===== src/rtl/core/sacl_pkg.sv =====
// shared types and constants for the set-associative cache lru tag store
// no dependencies; imported by the controller, datapath and top level
`timescale 1ns / 1ps
`default_nettype none

package sacl_pkg;

	localparam int ADDR_W    = 32;
	localparam int TAG_W     = 30;
	localparam int STAMP_W   = 32;
	localparam int COUNT_W   = 32;
	localparam int CFG_W     = 4;
	localparam int CFG_IDX_W = 2;
	localparam int WAY_OUT_W = 3;

	localparam logic [CFG_W-1:0] INDEX_BITS_RST  = 4'd10;
	localparam logic [CFG_W-1:0] OFFSET_BITS_RST = 4'd2;
	localparam logic [CFG_W-1:0] WAYS_RST        = 4'd1;
	localparam logic [CFG_W-1:0] OFFSET_BITS_MIN = 4'd2;

	typedef enum logic [CFG_IDX_W-1:0] {
		REG_INDEX_BITS  = 2'd0,
		REG_OFFSET_BITS = 2'd1,
		REG_WAYS_IN_USE = 2'd2
	} cfg_reg_t;

	// one way of a set as it sits in the tag memory
	typedef struct packed {
		logic               valid;
		logic [TAG_W-1:0]   tag;
		logic [STAMP_W-1:0] stamp;
	} line_t;

	// controller to datapath
	typedef struct packed {
		logic clear_step;
		logic capture;
		logic read;
		logic eval;
		logic search_step;
		logic commit;
	} ctrl_cmd_t;

	// datapath to controller
	typedef struct packed {
		logic clear_last;
		logic hit_now;
		logic free_now;
		logic multi_way;
		logic scan_last;
		logic out_blocked;
	} ctrl_sts_t;

endpackage

`default_nettype wire


===== src/rtl/core/sacl_ctrl.sv =====
// sequencing state machine for the cache tag store
// depends on sacl_pkg for the command and status structs
`timescale 1ns / 1ps
`default_nettype none

module sacl_ctrl
	import sacl_pkg::*;
(
	input  wire logic      clk,
	input  wire logic      arst_n,
	input  wire logic      in_valid,
	output logic           in_stall,
	input  wire ctrl_sts_t sts,
	output ctrl_cmd_t      cmd
);

	typedef enum logic [2:0] {
		ST_CLEAR,
		ST_IDLE,
		ST_READ,
		ST_EVAL,
		ST_SEARCH,
		ST_COMMIT
	} state_t;

	state_t state_q;

	always_comb begin
		cmd = '0;
		unique case (state_q)
			ST_CLEAR:  cmd.clear_step  = 1'b1;
			ST_IDLE:   cmd.capture     = in_valid;
			ST_READ:   cmd.read        = 1'b1;
			ST_EVAL:   cmd.eval        = 1'b1;
			ST_SEARCH: cmd.search_step = 1'b1;
			ST_COMMIT: cmd.commit      = !sts.out_blocked;
			default:   cmd = '0;
		endcase
	end

	always_ff @(posedge clk or negedge arst_n) begin
		if (!arst_n) begin
			state_q  <= ST_CLEAR;
			in_stall <= 1'b1;
		end else begin
			unique case (state_q)
				ST_CLEAR: begin
					if (sts.clear_last) begin
						state_q  <= ST_IDLE;
						in_stall <= 1'b0;
					end
				end
				ST_IDLE: begin
					if (in_valid) begin
						state_q  <= ST_READ;
						in_stall <= 1'b1;
					end
				end
				ST_READ: begin
					state_q <= ST_EVAL;
				end
				ST_EVAL: begin
					// a miss into a full set with more than one way needs the stamp scan
					if (!sts.hit_now && !sts.free_now && sts.multi_way) begin
						state_q <= ST_SEARCH;
					end else begin
						state_q <= ST_COMMIT;
					end
				end
				ST_SEARCH: begin
					if (sts.scan_last) begin
						state_q <= ST_COMMIT;
					end
				end
				ST_COMMIT: begin
					if (!sts.out_blocked) begin
						state_q  <= ST_IDLE;
						in_stall <= 1'b0;
					end
				end
				default: begin
					state_q  <= ST_CLEAR;
					in_stall <= 1'b1;
				end
			endcase
		end
	end

endmodule

`default_nettype wire


===== config.mk =====
export PLATFORM = sky130hd
export DESIGN_NAME = sacl_ctrl
export DESIGN_NICKNAME = d
export VERILOG_FILES = /design/src/rtl/core/sacl_pkg.sv /design/src/rtl/core/sacl_ctrl.sv
export SDC_FILE = /design/constraint.sdc
export NUM_CORES = 1
export LEC_CHECK = 0
export ABC_AREA = 0
export BUFFER_PORTS_ARGS = -buffer_cell sky130_fd_sc_hd__clkbuf_2
export CAP_MARGIN = 20
export CORE_AREA = 2 2 39 41
export DETAILED_ROUTE_END_ITERATION = 12
export DIE_AREA = 0 0 41 43
export PLACE_DENSITY_LB_ADDON = 0.08
export SETUP_SLACK_MARGIN = 0.2
export SKIP_LAST_GASP = 1
export SLEW_MARGIN = 20
export SYNTH_ARGS = -nofsm -noshare
export SYNTH_HDL_FRONTEND = slang
export SYNTH_SLANG_ARGS = --single-unit

===== constraint.sdc =====
create_clock -name clk -period 1.2 [get_ports clk]
set_input_delay 0.18 -clock clk [delete_from_list [all_inputs] [get_ports clk]]
set_output_delay 0.18 -clock clk [all_outputs]
set_load 0.02 [all_outputs]

==> results.yml <==
worst_setup_path:
  path_buf_inv: 2
  crit_fanout: 4
  worstPathRequired_ns: 1.02
  crit_chain: "buf_6 -> nor3b_4 -> clkbuf_8"
  worstSetupEndpointType: "primary output"
  crit_type: "flip-flop to primary output"
  slowest_stage: "dfrtp_1"
  cp_top_family: "flip-flops"
  cp_slowest_stage_delay_ns: 0.39
  start_kind: "flip-flop"
  crit_arrival_ns: 1.13
  crit_start: "state_q[0]$_DFFE_PN0P_"
  r2r-start: "state_q[0]$_DFFE_PN0P_"
floorplanning:
  io_pins: 16
  rows: 14
  fp.dieW_um: 41
  core-area_um2: 1384
  dieHeight_um: 43
  die-area_um2: 1763
  start_util: 0.2098
logic_synthesis:
  avgSynthCellArea_um2: 9.071
  synth_xor_area_frac: 0
  syn_area_um2: 290.3
  ys_seq_area_frac: 0.3491
  synthMuxAreaShare: 0
  synth-simple-area-share: 0.3836
  synth_fa_ha_area_frac: 0
  synth.area.top_cells: "dfrtp_1, dfstp_2, nand3b_4, nand2b_1, nor2_1"
  yosysTopAreaCell: "dfrtp_1"
  synth-seq-cells: 4
  synth_compound_area_frac: 0.1853
  synth_warnings: 0
  syn-num-nets: 41
  synth_top_family_by_area: "simple AND/OR/NAND/NOR gates"
  synth_cell_types: 21
  syn_inst: 32
  synth.top_cell.area_share: 0.2586
route:
  routed_wl_um: 769
  firstDrtPassIters: 1
  drcViolationCount: 0
  wire_per_inst_um: 9.987
  drtIter0Drc: 0
  num_vias: 323
  postRouteAntennaNets: 0
  drt-vias-per-instance: 4.195
cells_and_area:
  stdcell_area_um2: 614.3
  drive_gt1_frac: 0.7049
  nets: 71
  area_growth_syn_to_layout_pct: 111.6
  diodes: 0
  layout_common_cells: "buf_4, clkbuf_2, clkbuf_8"
  final_common_cell: "buf_4"
timing:
  fin_ws_ns: -0.1079
  fin_crit_sh: 1.090
  finalMaxSlewViolations: 0
  fin_skew_ns: 0.004504
  worstMarginPinSlew_ns: 0.2886
  setup_viol: 6
  relSlewSlack: 0.8070
  finalCriticalPeriod_ns: 1.308
  clock.fmax_mhz: 764.6
  hold_viol: 0
  rsz0062_at_grt: "true"
clock_tree:
  cts-htree-levels: 1
  numCtsBuffers: 3
  path_clk_slew_ns: 0.04
  clock-sinks: 4
  clockBufferDepth: 2
  clk_latency_ns: 0.23
  root_buffer: "clkbuf_4"
  cts_tree: "built"
power:
  clockPowerShare: 0.119
  p_total_w: 0.001518
  vdd_drop_max_uv: 1022
  sw_frac_of_total: 0.3847
  p_seq_frac: 0.187
  p_sw_w: 0.0005841
  p_leak_nw: 0.2961
  p_comb_frac: 0.694
  p_int_w: 0.0009344
  power.density_nw_per_um2: 2472
run:
  drv_cap: 0
global_routing:
  grt_start_max_net_pins: 8
  overflow: 0
  grt_use_total: 0.1101
  grt_pass1_wl_mm: 1.297
  grt_pass1_vias: 308
  antenna_found_initial: 0
placement:
  gp_congestion: 0.6805
  portBuffers: 15
  hpwl_um: 582.4
  dpl_cell_area_um2: 444.2
hold_path:
  hp-class: "input pin to flip-flop"
  worstHoldStart: "sts[1]"
run_status:
  violations: "negative setup slack"
  status: "finished with violations"
logic make-up after synthesis:
| group | after synthesis |
|---|---|
| AND/OR/NAND/NOR | 16 |
| AO/OA/AOI/OAI | 8 |
| buffers and inverters | 4 |
| flip-flops | 4 |
Yosys cell counts:
cell type,number
dfstp_2,1
nand4bb_1,1
a21oi_1,2
nand3_1,1
o21ai_1,1
inv_1,2
nor3_1,1
nand2_1,1
buf_6,1
nor2_1,5
o211ai_2,1
nand3b_4,1
o21ai_0,2
nor3b_2,1
nor2b_2,1
dfrtp_1,3
o21a_1,1
o32ai_1,1
or2b_1,1
nand2b_1,3
buf_2,1
stage by stage:
step / hold slack [ns] / instances / worst slack, ns / utilization / TNS, ns
2_1_floorplan: -0.1156 / 32 / 0.1829 / - / 0
3_3_place_gp: -0.01069 / 65 / 0.08845 / 0.3210 / 0
3_5_place_dp: -0.007278 / 65 / 0.07324 / 0.3210 / 0
4_1_cts: 0.2572 / 77 / -0.1231 / 0.4367 / -0.6021
5_1_grt: 0.2751 / 77 / -0.1525 / 0.4439 / -0.8621
6_report: 0.2573 / 77 / -0.1079 / 0.4439 / -0.4873
layer usage:
| metal | vias up | global-route usage | share of wire |
|---|---|---|---|
| met5 | - | 0 | 0 |
| met4 | 0 | 0.08000 | 0 |
| met3 | 0 | 0.01571 | 0.044 |
| met2 | 8 | 0.1563 | 0.55 |
| met1 | 144 | 0.1443 | 0.41 |
| li1 | 171 | - | - |
worst min-delay path: stages:
cell	delay [ns]
clkbuf_2	0.08
nor2_1	0.07
o32ai_1	0.10
power groups by stage:
stage / clock [W] / sequential (W) / combinational [W]
global placement: 0 / 0.000285 / 0.000724
CTS: 0.000192 / 0.000279 / 0.00104
global route: 0.000209 / 0.000291 / 0.00114
detailed placement: 0 / 0.000288 / 0.000727
floorplan: 0 / 0.000297 / 0.000538
finish: 0.000180 / 0.000284 / 0.00105
sequential cells by signal (all words and copies together) (netlist names):
name / count
state_q: 3
in_stall: 1
final timing paths:
check,to,slack (ns),cells after the start
worst min register to register,state_q[0]$_DFFE_PN0P_,0.61,1
min in group asynchronous,state_q[0]$_DFFE_PN0P_,0.28,2
max in group asynchronous,in_stall$_DFFE_PN1P_,0.71,2
worst max register to register,state_q[0]$_DFFE_PN0P_,0.05,5
worst max-delay path,cmd[3],-0.11,3
worst min-delay path,state_q[0]$_DFFE_PN0P_,0.26,3
cell type report:
type	instances	area (um2)
Sequential cell	4	102.6
Clock buffer	4	26.28
Fill cell	146	769.5
Multi-Input combinational cell	24	221.5
Timing Repair Buffer	27	236.5
Inverter	2	7.507
Tap cell	16	20.02
what timing repair did:
action | CTS | global route
resized for setup | 18 | 5
endpoints found under the setup margin | 10 | 10
hold buffers | 1 | 0
pin swaps | 3 | 2
buffers inserted | 7 | 0
hold endpoints to repair | 4 | 0
Power figures use the tool's default switching activity.
